[src/rtl/core/turbo_colormap_polynomial_rgb_macros.svh]
// Assertion macros used by the colormap top module.
// Each macro expects clk and rst to be visible where it is used.
`ifndef TURBO_COLORMAP_POLYNOMIAL_RGB_MACROS_SVH
`define TURBO_COLORMAP_POLYNOMIAL_RGB_MACROS_SVH

// Check that prop holds in the same cycle as cond.
`define TCP_ASSERT_IMP(lbl, cond, prop) \
  lbl: assert property (@(posedge clk) disable iff (rst) (cond) |-> (prop)) \
    else $error("turbo colormap: same-cycle check failed");

// Check that prop holds in the cycle after cond.
`define TCP_ASSERT_NXT(lbl, cond, prop) \
  lbl: assert property (@(posedge clk) disable iff (rst) (cond) |=> (prop)) \
    else $error("turbo colormap: next-cycle check failed");

`endif

[src/rtl/core/tcp_pkg.sv]
`default_nettype none

package tcp_pkg;

  localparam int INPUT_FRAC_BITS = 16;
  localparam int COEF_FRAC_BITS  = 24;
  localparam int SAMPLE_W        = 18;
  localparam int X_W             = INPUT_FRAC_BITS + 1;
  // Sign, nine integer bits of headroom and the coefficient fraction.
  localparam int ACC_W           = COEF_FRAC_BITS + 10;
  localparam int PROD_W          = ACC_W + X_W;
  localparam int PIX_W           = 8;
  localparam int SCALED_W        = COEF_FRAC_BITS + PIX_W;
  localparam int NUM_CH          = 3;
  localparam int NUM_STEPS       = 5;
  localparam int NUM_TERMS       = NUM_STEPS + 1;

  localparam longint unsigned DEC_SCALE = 64'd100000000;

  typedef logic [X_W-1:0]            x_t;
  typedef logic signed [ACC_W-1:0]   acc_t;
  typedef acc_t [NUM_CH-1:0]         acc_vec_t;

  typedef struct packed {
    acc_vec_t acc;
    x_t       x;
  } stage_t;

  // Coefficients in units of 1e-8, constant term first: red, green, blue.
  localparam longint POLY_DEC [NUM_CH][NUM_TERMS] = '{
    '{64'sd13572138, 64'sd461539260, -64'sd4266032258, 64'sd13213108234,
      -64'sd15294239396, 64'sd5928637943},
    '{64'sd9140261, 64'sd219418839, 64'sd484296658, -64'sd1418503333,
      64'sd427729857, 64'sd282956604},
    '{64'sd10667330, 64'sd1264194608, -64'sd6058204836, 64'sd11036276771,
      -64'sd8990310912, 64'sd2734824973}
  };

  // Round a decimal coefficient to fixed point, ties away from zero.
  function automatic acc_t coef_fixed(longint n);
    logic            neg;
    longint unsigned mag;
    longint unsigned q;
    longint unsigned r;
    longint unsigned v;
    neg = (n < 0);
    mag = neg ? 64'(-n) : 64'(n);
    q   = mag / DEC_SCALE;
    r   = mag % DEC_SCALE;
    v   = (q << COEF_FRAC_BITS) + (((r << COEF_FRAC_BITS) + DEC_SCALE / 2) / DEC_SCALE);
    return neg ? -ACC_W'(v) : ACC_W'(v);
  endfunction

  function automatic acc_t coef_of(int ch, int k);
    return coef_fixed(POLY_DEC[ch][k]);
  endfunction

endpackage

`default_nettype wire

[src/rtl/core/tcp_horner_cell.sv]
`default_nettype none

module tcp_horner_cell (
  input  logic              clk,
  input  logic              rst,
  input  logic              up_valid,
  output logic              up_ready,
  input  tcp_pkg::stage_t   up_data,
  input  tcp_pkg::acc_vec_t coef,
  output logic              down_valid,
  input  logic              down_ready,
  output tcp_pkg::stage_t   down_data
);
  import tcp_pkg::*;

  logic [ACC_W-1:0]  mag  [NUM_CH];
  logic [PROD_W-1:0] prod [NUM_CH];
  logic [ACC_W-1:0]  rnd  [NUM_CH];
  stage_t            data_next;

  // One Horner step per channel: acc * x, round on magnitude, add coefficient.
  always_comb begin
    data_next.x = up_data.x;
    for (int c = 0; c < NUM_CH; c++) begin
      mag[c]  = up_data.acc[c][ACC_W-1] ? ACC_W'(-$signed(up_data.acc[c])) : up_data.acc[c];
      prod[c] = PROD_W'(mag[c]) * PROD_W'(up_data.x);
      rnd[c]  = ACC_W'(prod[c][PROD_W-1:INPUT_FRAC_BITS])
              + ACC_W'(prod[c][INPUT_FRAC_BITS-1]);
      data_next.acc[c] = (up_data.acc[c][ACC_W-1] ? -$signed(rnd[c]) : $signed(rnd[c]))
                       + $signed(coef[c]);
    end
  end

  assign up_ready = !down_valid || down_ready;

  always_ff @(posedge clk) begin
    if (rst) begin
      down_valid <= 1'b0;
    end else if (up_ready) begin
      down_valid <= up_valid;
    end
  end

  always_ff @(posedge clk) begin
    if (up_ready && up_valid) begin
      down_data <= data_next;
    end
  end

endmodule

`default_nettype wire

[config.mk]
export PLATFORM = sky130hd
export DESIGN_NAME = tcp_horner_cell
export DESIGN_NICKNAME = d
export VERILOG_FILES = /design/src/rtl/core/turbo_colormap_polynomial_rgb_macros.svh /design/src/rtl/core/tcp_pkg.sv /design/src/rtl/core/tcp_horner_cell.sv
export SDC_FILE = /design/constraint.sdc
export NUM_CORES = 2
export LEC_CHECK = 0
export BUFFER_PORTS_ARGS = -buffer_cell sky130_fd_sc_hd__buf_2
export CORE_MARGIN = 4
export CORE_UTILIZATION = 46
export CTS_CLUSTER_DIAMETER = 100
export DETAILED_ROUTE_END_ITERATION = 16
export PLACE_DENSITY = 0.71
export SYNTH_ARGS = -nofsm -noshare
export SYNTH_HDL_FRONTEND = slang
export SYNTH_SLANG_ARGS = --single-unit
export TNS_END_PERCENT = 30
[constraint.sdc]
create_clock -name clk -period 24.6 [get_ports clk]
set_clock_uncertainty 0.15 [all_clocks]
set_input_delay 7.38 -clock clk [delete_from_list [all_inputs] [get_ports clk]]
set_output_delay 7.38 -clock clk [all_outputs]
set_load 0.03 [all_outputs]
==> impl_summary.md <==
Drt
Once detail routing completed, the nets flagged for antenna violations numbered 0. The first TritonRoute pass finished after 8 iterations. Wires add up to 202800 um.

In the final routed layout, each cell accounts on average for around 20 um. The number of DRC markers in iteration 0 is roughly 4500. Routed signal wires occupy layers up through met5. The residual DRC count is 0.

Across all layers, the routed design uses between 50000 and 60000 vias. The met1 wire length is between 70000 and 80000 um. The met3 wire length is ~19000 um.

Dividing the detail-routed via count by the number of cells gives around 5.5. The routed length on met2 is 96010 um.

Worst setup path
Data on the critical path is required at its endpoint by approximately 25 ns. The kind of end point of the critical path is a flop. Of all nets on the critical path, the largest fanout is 18.

The startpoint identified for the worst register-to-register timing path is down_valid$_SDFFE_PP0N_. The worst setup path is launched from an input pin. The stage delay of the slowest cell on the critical path is 0.98 ns. Data on the critical path arrives at its endpoint at between 20 and 25 ns. The critical path class is input pin to flop. The number of cell instances on the worst register-to-register path is 3.

The critical register-to-register path endpoint is down_data[5]$_DFFE_PP_. Counting stages on the worst path, the most repeated cell is sky130_fd_sc_hd__fa_1. The largest individual stage delay along the critical path comes from the cell sky130_fd_sc_hd__xnor2_2. Setup slack on the worst reg-to-reg path comes out at approximately 22 ns.

Clock network
The clock-pin transition on the worst setup and hold timing paths is approximately 0.060 ns. The number of clock buffers added by TritonCTS is 17. The depth of the CTS H-tree is 4. After clock tree synthesis, the repair step resized 0 gates. In this run the deepest clock path goes through 2 buffers.

Buffers added to address setup during post-CTS repair amount to 0. The number of clock sinks is 120. TritonCTS built the clock tree.

For this design, the CTS-stage hold fixing added 0 buffers. For the worst-skew pair, the clock arrives at the later sink with an insertion delay of 0.52 ns. The tree is rooted in a sky130_fd_sc_hd__clkbuf_16.

Global route
After global routing the overflow that remains totals 0. The via count of the first global-routing pass is roughly 60000. The maximum number of pins on one net before global-route repair is approximately 100. In the global route stage, overall resource usage came out at between 20% and 30%.

The number of antenna violations at the first check in global routing is 26. The first global-routing pass estimated 325800 um of wire.

Die
The die covers 156000 um^2. The core area is between 100000 and 150000 um^2. From left edge to right edge, the die measures about 400 um. From bottom edge to top edge, the die measures 395.0 um. Once the floorplan was initialized, standard cells occupied between 40% and 50% of the core. The boundary pin count is ~350. The row count is around 140.

STA
The count of endpoints failing hold in the final timing report is 0. In the final timing run, aggregate negative setup slack is 0 ns. The maximum achievable frequency is just under 50 MHz. The final-report setup violation count is 0. The max-slew violation total from the final report is 0. Hold timing on the final database bottoms out at a slack of around 0.37 ns. Setup repair after global routing left no endpoint under its margin. The worst relative slew slack is about a tenth. The share of the cycle needed by the critical path after routing is a little over four fifths. The routed design could run at a clock period as short as around 21 ns. The slew at the pin closest to its max-slew limit is 1.337 ns.

Placed design
The sum of net half-perimeters after detailed placement is 157300 um. The count of input and output buffers is approximately 350. The final weighted congestion in routability-driven placement is 0.9302.

Logic synthesis
The number of different library cells used by synthesis comes to ~110. Counting flops with a built-in enable in the synthesized netlist gives 119. For this run, asynchronously set or reset flops after synthesis account for 0%.

Yosys printed 0 warnings. The top cell type by total area after synthesis is sky130_fd_sc_hd__fa_1. The area share of the largest cell type after synthesis is 41.58%.

In the synthesized netlist, the number of instances is ~8100. Ranked by instance count, the synthesized netlist is headed by sky130_fd_sc_hd__inv_1 (1719), sky130_fd_sc_hd__fa_1 (1431), sky130_fd_sc_hd__nand2_1 (1309), sky130_fd_sc_hd__and2_1 (642), sky130_fd_sc_hd__ha_1 (468). The share of the yosys chip area belonging to registers is 5.215%. The mapped netlist covers approximately 69000 um^2. Averaged over all synthesized cells, the footprint is 8.523 um^2. The predominant post-synthesis flop cell is sky130_fd_sc_hd__edfxtp_1.

After synthesis the netlist holds a flip-flop and latch count of 120. The synthesized netlist net count is a little over 10000. By area the synthesized netlist is led by sky130_fd_sc_hd__fa_1 (42%), sky130_fd_sc_hd__inv_1 (9.4%), sky130_fd_sc_hd__ha_1 (8.5%), sky130_fd_sc_hd__nand2_1 (7.1%), sky130_fd_sc_hd__and2_1 (5.8%).

Yosys instantiated no cell more often than sky130_fd_sc_hd__inv_1.

Worst hold path
The launch instance of the worst min-delay path is down_valid$_SDFFE_PP0N_. The worst hold-check path type is flop to flop. The endpoint of the worst hold-timing path is down_valid$_SDFFE_PP0N_. The depth of the worst hold-timing path is 2.

Job
Max-cap violations in this run came to 0.

Status
The run finished with clean final reports.

Layout
Counting the fill cells in the layout gives about 14000. The post-route netlist has under 10% of its cells at a drive strength greater than 1. The area added between synthesis and finish is 6.938%.

In the final design database the tool counted about 10000 nets.
==> cell usage in the layout (no fill, tap or decap), types with 71 or more instances in the layout <==
| cell type | netlist | routed |
|---|---|---|
| sky130_fd_sc_hd__and2_1 | 642 | 641 |
| sky130_fd_sc_hd__nand3_1 | 71 | 71 |
| sky130_fd_sc_hd__a21oi_1 | 170 | 170 |
| sky130_fd_sc_hd__edfxtp_1 | 119 | 119 |
| sky130_fd_sc_hd__xor2_1 | 115 | 113 |
| sky130_fd_sc_hd__buf_4 | 1 | 129 |
| sky130_fd_sc_hd__buf_2 | 6 | 334 |
| sky130_fd_sc_hd__nand2_1 | 1309 | 1309 |
| sky130_fd_sc_hd__o21ai_0 | 170 | 170 |
| sky130_fd_sc_hd__nor3_1 | 86 | 86 |
| sky130_fd_sc_hd__nor2_1 | 196 | 196 |
| sky130_fd_sc_hd__xnor2_1 | 357 | 324 |
| sky130_fd_sc_hd__fa_1 | 1431 | 1431 |
| sky130_fd_sc_hd__ha_1 | 468 | 468 |
| sky130_fd_sc_hd__inv_1 | 1719 | 1719 |
==> how the worst max path moves through the flow <==
stage                start                        to  slack, ns
2_1_floorplan  up_data[85]  down_data[114]$_DFFE_PP_       5.27
5_1_grt        up_data[85]  down_data[114]$_DFFE_PP_       3.02
3_3_place_gp   up_data[85]  down_data[114]$_DFFE_PP_       3.83
3_5_place_dp   up_data[85]  down_data[114]$_DFFE_PP_       3.46
6_report       up_data[85]  down_data[114]$_DFFE_PP_       3.77
4_1_cts        up_data[85]  down_data[114]$_DFFE_PP_       3.99
==> registers in the layout, indices dropped and copies added (netlist names) <==
name	cells
down_valid	1
down_data	119
==> kinds of logic after synthesis <==
family                     share of synthesized area, %
DFF                                               5.215
xor gates and xnor gates                          6.065
adders and majority gates                         50.10
muxes                                            0.3196
buffers and inverters                             11.33
AOI/OAI and AO/OA                                 7.690
and+or+nand+nor                                   19.27
==> critical path, delay by kind of cell <==
kind,cells,cell delay [ns]
AND/OR/NAND/NOR,11,2.80
AO/OA/AOI/OAI,18,4.73
adder cells (fa/ha/maj),10,4.05
XOR/XNOR,4,1.40
buffers and inverters,5,0.56
==> routing by layer <==
layer  vias to the layer above  global-route usage (%)
li1                      24945                       -
met1                     28349                   32.75
met2                      2394                   44.12
met3                       497                   5.970
met4                         6                   11.41
met5                         -                       0
==> final cells by class <==
cell class | instances | area (um^2) | area share (%)
antenna | 26 | 65.06 | 0.08830
clock inverter | 13 | 131.4 | 0.1783
tap | 2002 | 2505 | 3.399
sequential | 120 | 3593 | 4.877
clock buffer | 19 | 432.9 | 0.5875
inverter | 1719 | 6452 | 8.757
multi-input combinational | 5887 | 57780 | 78.42
timing repair buffer | 467 | 2720 | 3.692
==> through the flow <==
step                      utilization [%]  setup slack, ns  area [um^2]  instances
after floorplan                         -            5.272        68900       8084
after global placement              49.24            3.828        73060      10195
after detailed placement            49.24            3.462        73060      10195
after CTS                           49.62            3.989        73620      10227
after global routing                49.64            3.019        73650      10240
final                               49.66            3.775        73680      10253
Power is not shown: default switching activity piles up to over one toggle a cycle in this logic, so the estimate is an artifact.
