File: src/rtl/core/turbo_colormap_polynomial_rgb_macros.svh
// Assertion macros used by the colormap top module.
// Each macro expects clk and rst to be visible where it is used.
`ifndef TURBO_COLORMAP_POLYNOMIAL_RGB_MACROS_SVH
`define TURBO_COLORMAP_POLYNOMIAL_RGB_MACROS_SVH

// Check that prop holds in the same cycle as cond.
`define TCP_ASSERT_IMP(lbl, cond, prop) \
  lbl: assert property (@(posedge clk) disable iff (rst) (cond) |-> (prop)) \
    else $error("turbo colormap: same-cycle check failed");

// Check that prop holds in the cycle after cond.
`define TCP_ASSERT_NXT(lbl, cond, prop) \
  lbl: assert property (@(posedge clk) disable iff (rst) (cond) |=> (prop)) \
    else $error("turbo colormap: next-cycle check failed");

`endif

File: src/rtl/core/tcp_pkg.sv
`default_nettype none

package tcp_pkg;

  localparam int INPUT_FRAC_BITS = 16;
  localparam int COEF_FRAC_BITS  = 24;
  localparam int SAMPLE_W        = 18;
  localparam int X_W             = INPUT_FRAC_BITS + 1;
  // Sign, nine integer bits of headroom and the coefficient fraction.
  localparam int ACC_W           = COEF_FRAC_BITS + 10;
  localparam int PROD_W          = ACC_W + X_W;
  localparam int PIX_W           = 8;
  localparam int SCALED_W        = COEF_FRAC_BITS + PIX_W;
  localparam int NUM_CH          = 3;
  localparam int NUM_STEPS       = 5;
  localparam int NUM_TERMS       = NUM_STEPS + 1;

  localparam longint unsigned DEC_SCALE = 64'd100000000;

  typedef logic [X_W-1:0]            x_t;
  typedef logic signed [ACC_W-1:0]   acc_t;
  typedef acc_t [NUM_CH-1:0]         acc_vec_t;

  typedef struct packed {
    acc_vec_t acc;
    x_t       x;
  } stage_t;

  // Coefficients in units of 1e-8, constant term first: red, green, blue.
  localparam longint POLY_DEC [NUM_CH][NUM_TERMS] = '{
    '{64'sd13572138, 64'sd461539260, -64'sd4266032258, 64'sd13213108234,
      -64'sd15294239396, 64'sd5928637943},
    '{64'sd9140261, 64'sd219418839, 64'sd484296658, -64'sd1418503333,
      64'sd427729857, 64'sd282956604},
    '{64'sd10667330, 64'sd1264194608, -64'sd6058204836, 64'sd11036276771,
      -64'sd8990310912, 64'sd2734824973}
  };

  // Round a decimal coefficient to fixed point, ties away from zero.
  function automatic acc_t coef_fixed(longint n);
    logic            neg;
    longint unsigned mag;
    longint unsigned q;
    longint unsigned r;
    longint unsigned v;
    neg = (n < 0);
    mag = neg ? 64'(-n) : 64'(n);
    q   = mag / DEC_SCALE;
    r   = mag % DEC_SCALE;
    v   = (q << COEF_FRAC_BITS) + (((r << COEF_FRAC_BITS) + DEC_SCALE / 2) / DEC_SCALE);
    return neg ? -ACC_W'(v) : ACC_W'(v);
  endfunction

  function automatic acc_t coef_of(int ch, int k);
    return coef_fixed(POLY_DEC[ch][k]);
  endfunction

endpackage

`default_nettype wire

File: src/rtl/core/tcp_if.sv
`default_nettype none


interface tcp_rgb_if;
  logic                          valid;
  logic                          ready;
  logic [tcp_pkg::PIX_W-1:0]     red;
  logic [tcp_pkg::PIX_W-1:0]     green;
  logic [tcp_pkg::PIX_W-1:0]     blue;

  modport source (output valid, output red, output green, output blue, input ready);
  modport sink   (input valid, input red, input green, input blue, output ready);
endinterface

`default_nettype wire

File: src/rtl/core/tcp_out_stage.sv
`default_nettype none

module tcp_out_stage (
  input  logic            clk,
  input  logic            rst,
  input  logic            up_valid,
  output logic            up_ready,
  input  tcp_pkg::stage_t up_data,
  tcp_rgb_if.source       pixel
);
  import tcp_pkg::*;

  localparam acc_t ONE = acc_t'(1) <<< COEF_FRAC_BITS;

  logic [COEF_FRAC_BITS-1:0] frac   [NUM_CH];
  logic [SCALED_W-1:0]       scaled [NUM_CH];
  logic [PIX_W-1:0]          pix    [NUM_CH];

  // Clamp to [0,1], scale by 255 and round to nearest.
  always_comb begin
    for (int c = 0; c < NUM_CH; c++) begin
      frac[c]   = up_data.acc[c][COEF_FRAC_BITS-1:0];
      scaled[c] = (SCALED_W'(frac[c]) << PIX_W) - SCALED_W'(frac[c])
                + (SCALED_W'(1) << (COEF_FRAC_BITS - 1));
      if ($signed(up_data.acc[c]) <= 0) begin
        pix[c] = '0;
      end else if ($signed(up_data.acc[c]) >= ONE) begin
        pix[c] = '1;
      end else begin
        pix[c] = scaled[c][SCALED_W-1:COEF_FRAC_BITS];
      end
    end
  end

  assign up_ready = !pixel.valid || pixel.ready;

  always_ff @(posedge clk) begin
    if (rst) begin
      pixel.valid <= 1'b0;
    end else if (up_ready) begin
      pixel.valid <= up_valid;
    end
  end

  always_ff @(posedge clk) begin
    if (up_ready && up_valid) begin
      pixel.red   <= pix[0];
      pixel.green <= pix[1];
      pixel.blue  <= pix[2];
    end
  end

endmodule

`default_nettype wire

File: src/flat_wrapper.sv
// flat-port wrapper written by rule: the top's interface ports become plain ports
module tcp_out_stage_flat import tcp_pkg::*;
  (clk, rst, up_valid, up_ready, up_data, pixel_valid, pixel_red, pixel_green, pixel_blue, pixel_ready);
  tcp_rgb_if pixel_i ();
  input  logic clk;
  input  logic rst;
  input  logic up_valid;
  output logic up_ready;
  input  tcp_pkg::stage_t up_data;
  output wire logic [$bits(pixel_i.valid)-1:0] pixel_valid;
  output wire logic [$bits(pixel_i.red)-1:0] pixel_red;
  output wire logic [$bits(pixel_i.green)-1:0] pixel_green;
  output wire logic [$bits(pixel_i.blue)-1:0] pixel_blue;
  input wire logic [$bits(pixel_i.ready)-1:0] pixel_ready;
  assign pixel_valid = pixel_i.valid;
  assign pixel_red = pixel_i.red;
  assign pixel_green = pixel_i.green;
  assign pixel_blue = pixel_i.blue;
  assign pixel_i.ready = pixel_ready;
  tcp_out_stage u_core (.clk(clk), .rst(rst), .up_valid(up_valid), .up_ready(up_ready), .up_data(up_data), .pixel(pixel_i));
endmodule
File: config.mk
export PLATFORM = sky130hd
export DESIGN_NAME = tcp_out_stage_flat
export DESIGN_NICKNAME = d
export VERILOG_FILES = /design/src/rtl/core/turbo_colormap_polynomial_rgb_macros.svh /design/src/rtl/core/tcp_pkg.sv /design/src/rtl/core/tcp_if.sv /design/src/rtl/core/tcp_out_stage.sv /design/src/flat_wrapper.sv
export SDC_FILE = /design/constraint.sdc
export NUM_CORES = 1
export LEC_CHECK = 0
export BUFFER_PORTS_ARGS = -buffer_cell sky130_fd_sc_hd__buf_2
export CAP_MARGIN = 15
export CELL_PAD_IN_SITES_DETAIL_PLACEMENT = 0
export CELL_PAD_IN_SITES_GLOBAL_PLACEMENT = 1
export CORE_ASPECT_RATIO = 0.6
export CORE_MARGIN = 2
export CORE_UTILIZATION = 41
export CTS_CLUSTER_DIAMETER = 100
export DETAILED_ROUTE_END_ITERATION = 6
export PLACE_DENSITY_LB_ADDON = 0.2
export SLEW_MARGIN = 25
export SYNTH_ARGS = -nofsm -noshare
export SYNTH_HDL_FRONTEND = slang
export SYNTH_SLANG_ARGS = --single-unit
File: constraint.sdc
create_clock -name clk -period 4.55 [get_ports clk]
set_input_delay 0.2275 -clock clk [delete_from_list [all_inputs] [get_ports clk]]
set_output_delay 0.2275 -clock clk [all_outputs]
set_load 0.1 [all_outputs]
==> key figures, run 1 <==
Timing
  • Final setup skew: between 0.002 and 0.0025 ns
  • RSZ-0062 raised after global routing: false
  • Final Max Tran Viols: 0
  • Ratio of final minimum period to clock period: 0.605
  • Final sum of negative setup slack: 0 ns
  • Post-layout minimum cycle time: about 2.8 ns
  • Slew @ Worst Pin: about 0.96 ns
  • Fmax: 0.363 GHz
  • # setup viols final: 0
  • Hold Violations, Final: 0
  • Slew margin rel.: 0.358

Synthesis
  • FF+latch count, synth: 25
  • Top cell type's share of synthesized area: 0.343
  • Mapped cell area: ~4600 sq um
  • Cell variety after synth: slightly below 60
  • Top-count cell post-synth: ha_1
  • Asr flop ratio synth: 0
  • Post-synth EDFFs: 24
  • Avg Cell Area, Syn: 8.48 sq um
  • Post-Syn Nets: a little under 800
  • Commonest cells in the synthesized netlist: ha_1 (126), inv_1 (74), a21oi_1 (49)
  • Area contributors post-synth: ha_1 (34%), edfxtp_1 (16%), inv_1 (6.0%), a21oi_1 (5.3%), o21ai_0 (2.2%)
  • Register area share after synthesis: 0.161
  • Ys flop type: edfxtp_1
  • Dominant cell type by area after synthesis: ha_1
  • Mapped Cells: approximately 540
  • YS warnings: 0

Floorplan
  • Die area: 12100 sq um
  • Io pins: 149
  • Die H: approximately 86 um
  • Horiz. Die Dim: about 140 um
  • Placeable Area: approximately 11000 sq um
  • Initial Util: 0.428
  • Rows: 29

Finish
  • Layout cells sized above 1: 0.221
  • Area Overhead vs Synth: 19.6%
  • Fin nets: 924
  • Antenna cells: 0

Worst setup path
  • CP startpoint: up_data[103]
  • Worst Setup Start Kind: input pin
  • Reg-to-reg slack, setup: around 3.2 ns
  • CP Capture Type: register
  • Worst endpoint data arrival time: roughly 2.8 ns
  • Worst-path maximum fanout: 6
  • Required @ worst endpoint: between 4 and 5 ns
  • Reg2reg end: u_core.pixel.red[6]
  • Setup Crit Path Kind: input pin to register
  • Reg2Reg Depth: 2
  • R2R Path Start: u_core.pixel.valid
  • CP Capture Point: u_core.pixel.blue[7]

Power and ir drop
  • P_leak: roughly 0.0028 uW
  • Final Total Pwr: approximately 1100 uW
  • Peak VDD IR: 0.000141 V
  • Pwr/cell area: 208 nW/um^2

Clock tree
  • Root Driver: clkbuf_16
  • Worst skew pair latency: approximately 0.26 ns
  • CTS sink count: 25
  • Cells resized by post-CTS repair: 0
  • Hold-fix buffers, CTS: 0
  • Clock Tree Buf Depth: 2
  • H-tree depth: 1
  • Clk slew on worst S/H paths: about 0.070 ns
  • TritonCTS Buffers: 3
  • Postcts setup bufs: 0
  • CTS tree: yes

Routing
  • Final ANT Viol Nets: 0
  • Pre-antenna DRT Iters: 5
  • Number of DRC markers in iteration 0: 240
  • WL per Instance: roughly 15 um
  • WL final: ~13000 um
  • DRC violations left: 0
  • Vias: approximately 4600
  • Vias per cell: 5.61

Outcome
  • Status: finished clean

Job
  • Maxcap violations: 0

Placement
  • PortBufs: 131
  • Routability cong.: about 0.9
  • Post-DP HPWL: roughly 11000 um

Global route
  • Largest net degree at the start of global routing: 25
  • Vias in the first global route: between 4000 and 5000
  • Busiest grt layer: met1
  • Total gr overflow: 0
  • Grt met1 use: 0.328
  • Met2 Use GR: 0.300
  • Initial antenna violation count: 0
  • First-pass GRT wire length: roughly 21000 um
  • Met3 GRT Util: 0.0313
  • Total track usage: 0.207

Hold path
  • Worst min path class: input pin to register
==> area by class of cell <==
class / count / area, sq um
Fill cell: 1029 / 5250
Multi-Input combinational cell: 440 / 3560
Sequential cell: 25 / 741
Timing Repair Buffer: 131 / 656
Inverter: 74 / 278
Tap cell: 139 / 174
Clock buffer: 3 / 75.1
Clock inverter: 1 / 7.51
==> kinds of logic (layout without fill, tap and decap cells) <==
| family | after synthesis | count (layout) | synth area share |
|---|---|---|---|
| and+or+nand+nor | 154 | 154 | 0.194 |
| AOI/OAI and AO/OA | 144 | 144 | 0.207 |
| adders and majority gates | 126 | 126 | 0.343 |
| buffers and inverters | 77 | 209 | 0.0632 |
| DFF | 25 | 25 | 0.161 |
| xor gates and xnor gates | 12 | 12 | 0.0229 |
| muxes | 4 | 4 | 0.00871 |
==> critical path, cell delays in order <==
cell,delay [ns]
buf_2,0.11
inv_1,0.10
ha_1,0.24
ha_1,0.38
a21oi_1,0.24
nand3_1,0.11
o21a_1,0.20
nor4_2,0.40
o41ai_2,0.15
a2111oi_1,0.50
nor4b_2,0.08
==> routing by layer <==
layer | vias up | share of wire
met5 | - | 0
met4 | 0 | 0.0054
met3 | 6 | 0.068
met2 | 152 | 0.37
met1 | 2093 | 0.55
li1 | 2310 | -
==> state kept, by name (all words and copies together), names as in the netlist <==
register            count
u_core.pixel.valid      1
u_core.pixel.red        8
u_core.pixel.green      8
u_core.pixel.blue       8
==> stage by stage <==
step	instances	hold slack [ns]	util	setup WS, ns	area (sq um)
2_1_floorplan	542	0.297	-	1.72	4590
3_3_place_gp	809	0.387	0.504	1.55	5410
3_5_place_dp	809	0.389	0.504	1.53	5410
4_1_cts	813	0.108	0.512	1.78	5490
5_1_grt	813	0.123	0.512	1.59	5500
6_report	813	0.112	0.512	1.80	5500
==> report_power, final <==
group | internal [uW] | switching, uW | total (uW)
Clock | 119 | 81.8 | 201
Sequential | 278 | 5.64 | 283
Combinational | 227 | 433 | 661
Total | 625 | 521 | 1150
==> worst min-delay path by stage <==
stage	cells after the start	to	slack, ns	startpoint
floorplan	1	u_core.pixel.valid	0.30	rst
global placement	2	u_core.pixel.valid	0.39	rst
detailed placement	2	u_core.pixel.valid	0.39	rst
CTS	2	u_core.pixel.valid	0.11	rst
global route	2	u_core.pixel.valid	0.12	rst
finish	2	u_core.pixel.valid	0.11	rst
==> cells in the final DEF, fill, tap and decap left out, types with 11 or more instances in the layout <==
| cell | Yosys | final |
|---|---|---|
| a211oi_1 | 11 | 11 |
| a21o_1 | 12 | 12 |
| a21oi_1 | 49 | 49 |
| buf_2 | 0 | 131 |
| edfxtp_1 | 24 | 24 |
| ha_1 | 126 | 126 |
| inv_1 | 74 | 74 |
| nand2_1 | 26 | 26 |
| nand3_1 | 17 | 17 |
| nand4_1 | 14 | 14 |
| nor2_1 | 24 | 24 |
| nor3_1 | 11 | 11 |
| nor4_1 | 15 | 15 |
| o21ai_0 | 20 | 20 |
Note: power is estimated with default switching activity, not from simulation.
==> inputs of run 2 (changes only) <==
--- a/config.mk
+++ b/config.mk
@@ -11,7 +11,7 @@
 export CELL_PAD_IN_SITES_GLOBAL_PLACEMENT = 1
 export CORE_ASPECT_RATIO = 0.6
 export CORE_MARGIN = 2
-export CORE_UTILIZATION = 41
+export CORE_UTILIZATION = 35
 export CTS_CLUSTER_DIAMETER = 100
 export DETAILED_ROUTE_END_ITERATION = 6
 export PLACE_DENSITY_LB_ADDON = 0.2
==> constraint.sdc (replaced) <==
create_clock -name clk -period 2.5 [get_ports clk]
set_input_delay 0.125 -clock clk [delete_from_list [all_inputs] [get_ports clk]]
set_output_delay 0.125 -clock clk [all_outputs]
set_load 0.1 [all_outputs]
==> key figures, run 2 (same netlist as run 1, synthesis figures left out) <==
Outcome
  • Status: finished clean

Clock tree
  • CTS tree: yes
  • Hold-fix buffers, CTS: 0
  • H-tree depth: 1
  • Worst skew pair latency: roughly 0.26 ns
  • TritonCTS Buffers: 3
  • Clk slew on worst S/H paths: approximately 0.070 ns
  • Clock Tree Buf Depth: 2
  • Root Driver: clkbuf_16
  • CTS sink count: 25

Power and ir drop
  • Register share of total power: 0.228
  • Clock power share: 0.159
  • Comb pwr share: 0.613
  • Pwr/cell area: 364 nW/um^2
  • P_leak: between 0.003 and 0.004 uW
  • Sw Pwr: 1010 uW
  • Sw Share: 0.446
  • Cell-internal power: between 1000 and 1500 uW
  • Peak VDD IR: about 0.00024 V

Worst setup path
  • Crit path largest cell delay: 0.30 ns
  • Required @ worst endpoint: about 2.5 ns
  • Slowest CP cell: ha_1
  • Reg-to-reg slack, setup: 1.32 ns
  • Reg2reg end: u_core.pixel.red[7]
  • Worst Setup Start Kind: input pin
  • Worst-path maximum fanout: 3
  • Worst path top cell family by delay: compound AO/OA/AOI/OAI gates
  • Setup Crit Path Kind: input pin to register
  • Crit-path cells: buf_2 -> inv_1 -> ha_1 -> ha_1 -> and4_1 -> and4_1 -> o41ai_2 -> buf_4 -> nand3_1 -> a31oi_1 -> buf_4 -> o21a_1 -> o211ai_1
  • CP Capture Type: register
  • Reg2Reg Depth: 3
  • Worst Path Buf+Inv: 4
  • Worst endpoint data arrival time: around 2.5 ns
  • R2R Path Start: u_core.pixel.valid

Timing
  • Ratio of final minimum period to clock period: 0.981
  • Fmax: between 0.4 and 0.5 GHz
  • Final worst slack: just under 0.05 ns
  • Hold Violations, Final: 0
  • Final setup skew: around 0.0044 ns
  • Post-layout minimum cycle time: 2.45 ns
  • Slew @ Worst Pin: 0.507 ns
  • Final Max Tran Viols: 0
  • Slew margin rel.: 0.664
  • # setup viols final: 0

Global route
  • Largest net degree at the start of global routing: 25
  • Vias in the first global route: roughly 4700
  • First-pass GRT wire length: around 23000 um
  • Total track usage: 0.200
  • Initial antenna violation count: 0
  • Total gr overflow: 0

Routing
  • Final ANT Viol Nets: 0
  • Vias per cell: roughly 5.3
  • Pre-antenna DRT Iters: 4
  • Vias: between 4000 and 5000
  • WL final: 14200 um
  • Number of DRC markers in iteration 0: 299
  • WL per Instance: around 16 um
  • DRC violations left: 0

Floorplan
  • Placeable Area: between 10000 and 15000 sq um
  • Io pins: 149
  • Initial Util: 0.359
  • Rows: 32
  • Horiz. Die Dim: 152 um
  • Die area: around 14000 sq um
  • Die H: about 90 um

Placement
  • Routability cong.: around 0.88
  • PortBufs: 131
  • Post-DP HPWL: 12400 um
  • Cell Area, Placed: between 6000 and 7000 sq um
  • Post-Place Setup Slack: -0.288 ns

Finish
  • Largest registers: u_core.pixel.blue x8, u_core.pixel.green x8, u_core.pixel.red x8
  • Design area: 6230 sq um
  • Fin util: 0.486
  • Antenna cells: 0
  • Area Overhead vs Synth: 35.5%
  • Commonest non-fill, non-tap cells in the layout: buf_2 (131), ha_1 (124), buf_4 (75), inv_1 (74), a21oi_1 (47)
  • Layout cells sized above 1: 0.323
  • Most common cell after layout, fill and taps aside: buf_2
  • Fin nets: between 900 and 1000
  • Fillers: 1268

Hold path
  • Worst min path class: input pin to register
  • Hold_sp: rst
  • Worst Hold End: u_core.pixel.valid
  • Worst hold stages: 2

Job
  • Maxcap violations: 0
[run 2: what timing repair did]
| item | in CTS | in global routing |
|---|---|---|
| resized for setup | 1 | 21 |
| setup buffers | 0 | 1 |
| endpoints found under the setup margin | 1 | 14 |
| pin swaps | 0 | 7 |
| hold endpoints to repair | 0 | 0 |
[run 2: layout make-up]
class                           instances  area [sq um]  share of cell area
Clock inverter                          1          5.00            0.000804
Multi-Input combinational cell        440          3700               0.594
Timing Repair Buffer                  206          1220               0.196
Tap cell                              170           213              0.0342
Sequential cell                        25           741               0.119
Inverter                               74           278              0.0446
Clock buffer                            3          75.1              0.0121
[run 2: worst max-delay path by stage]
stage,start,to,slack (ns),cells after the start
after global routing,up_data[94],u_core.pixel.blue[4],-0.006,12
after CTS,up_data[95],u_core.pixel.blue[4],0.001,12
after global placement,up_data[99],u_core.pixel.blue[5],-0.23,12
after floorplan,u_core.pixel.valid,u_core.pixel.blue[0],0.02,2
after detailed placement,up_data[99],u_core.pixel.blue[5],-0.29,12
final,up_data[63],u_core.pixel.green[7],0.05,13
[run 2: worst reg2reg max path: stages (launching register included)]
cell and delay (ns):
dfxtp_1 0.32, nand2b_2 0.08, and2_1 0.13, buf_4 0.31
[run 2: layer usage]
layer,global-route usage,share of wire,wire [um]
met3,0.0416,0.072,1030
met2,0.285,0.38,5450
met1,0.313,0.54,7720
met5,0,0,0
met4,0.0171,0.0032,46
[run 2: through the flow]
stage	TNS, ns	std cells	hold WS, ns	total power [uW]
after floorplan	0	542	0.194	1400
after global routing	-0.0155	919	0.00681	2430
final	0	919	0.0122	2270
after detailed placement	-2.96	914	0.294	1850
after CTS	0	918	0.0112	2220
after global placement	-2.38	914	0.284	1840
[run 2: power by group through the flow]
stage                     Sequential, uW  Combinational, uW  Clock, uW
after global routing                 520               1520        385
after floorplan                      773                622          0
after CTS                            518               1330        367
after detailed placement             526               1320          0
after global placement               527               1310          0
final                                518               1390        361
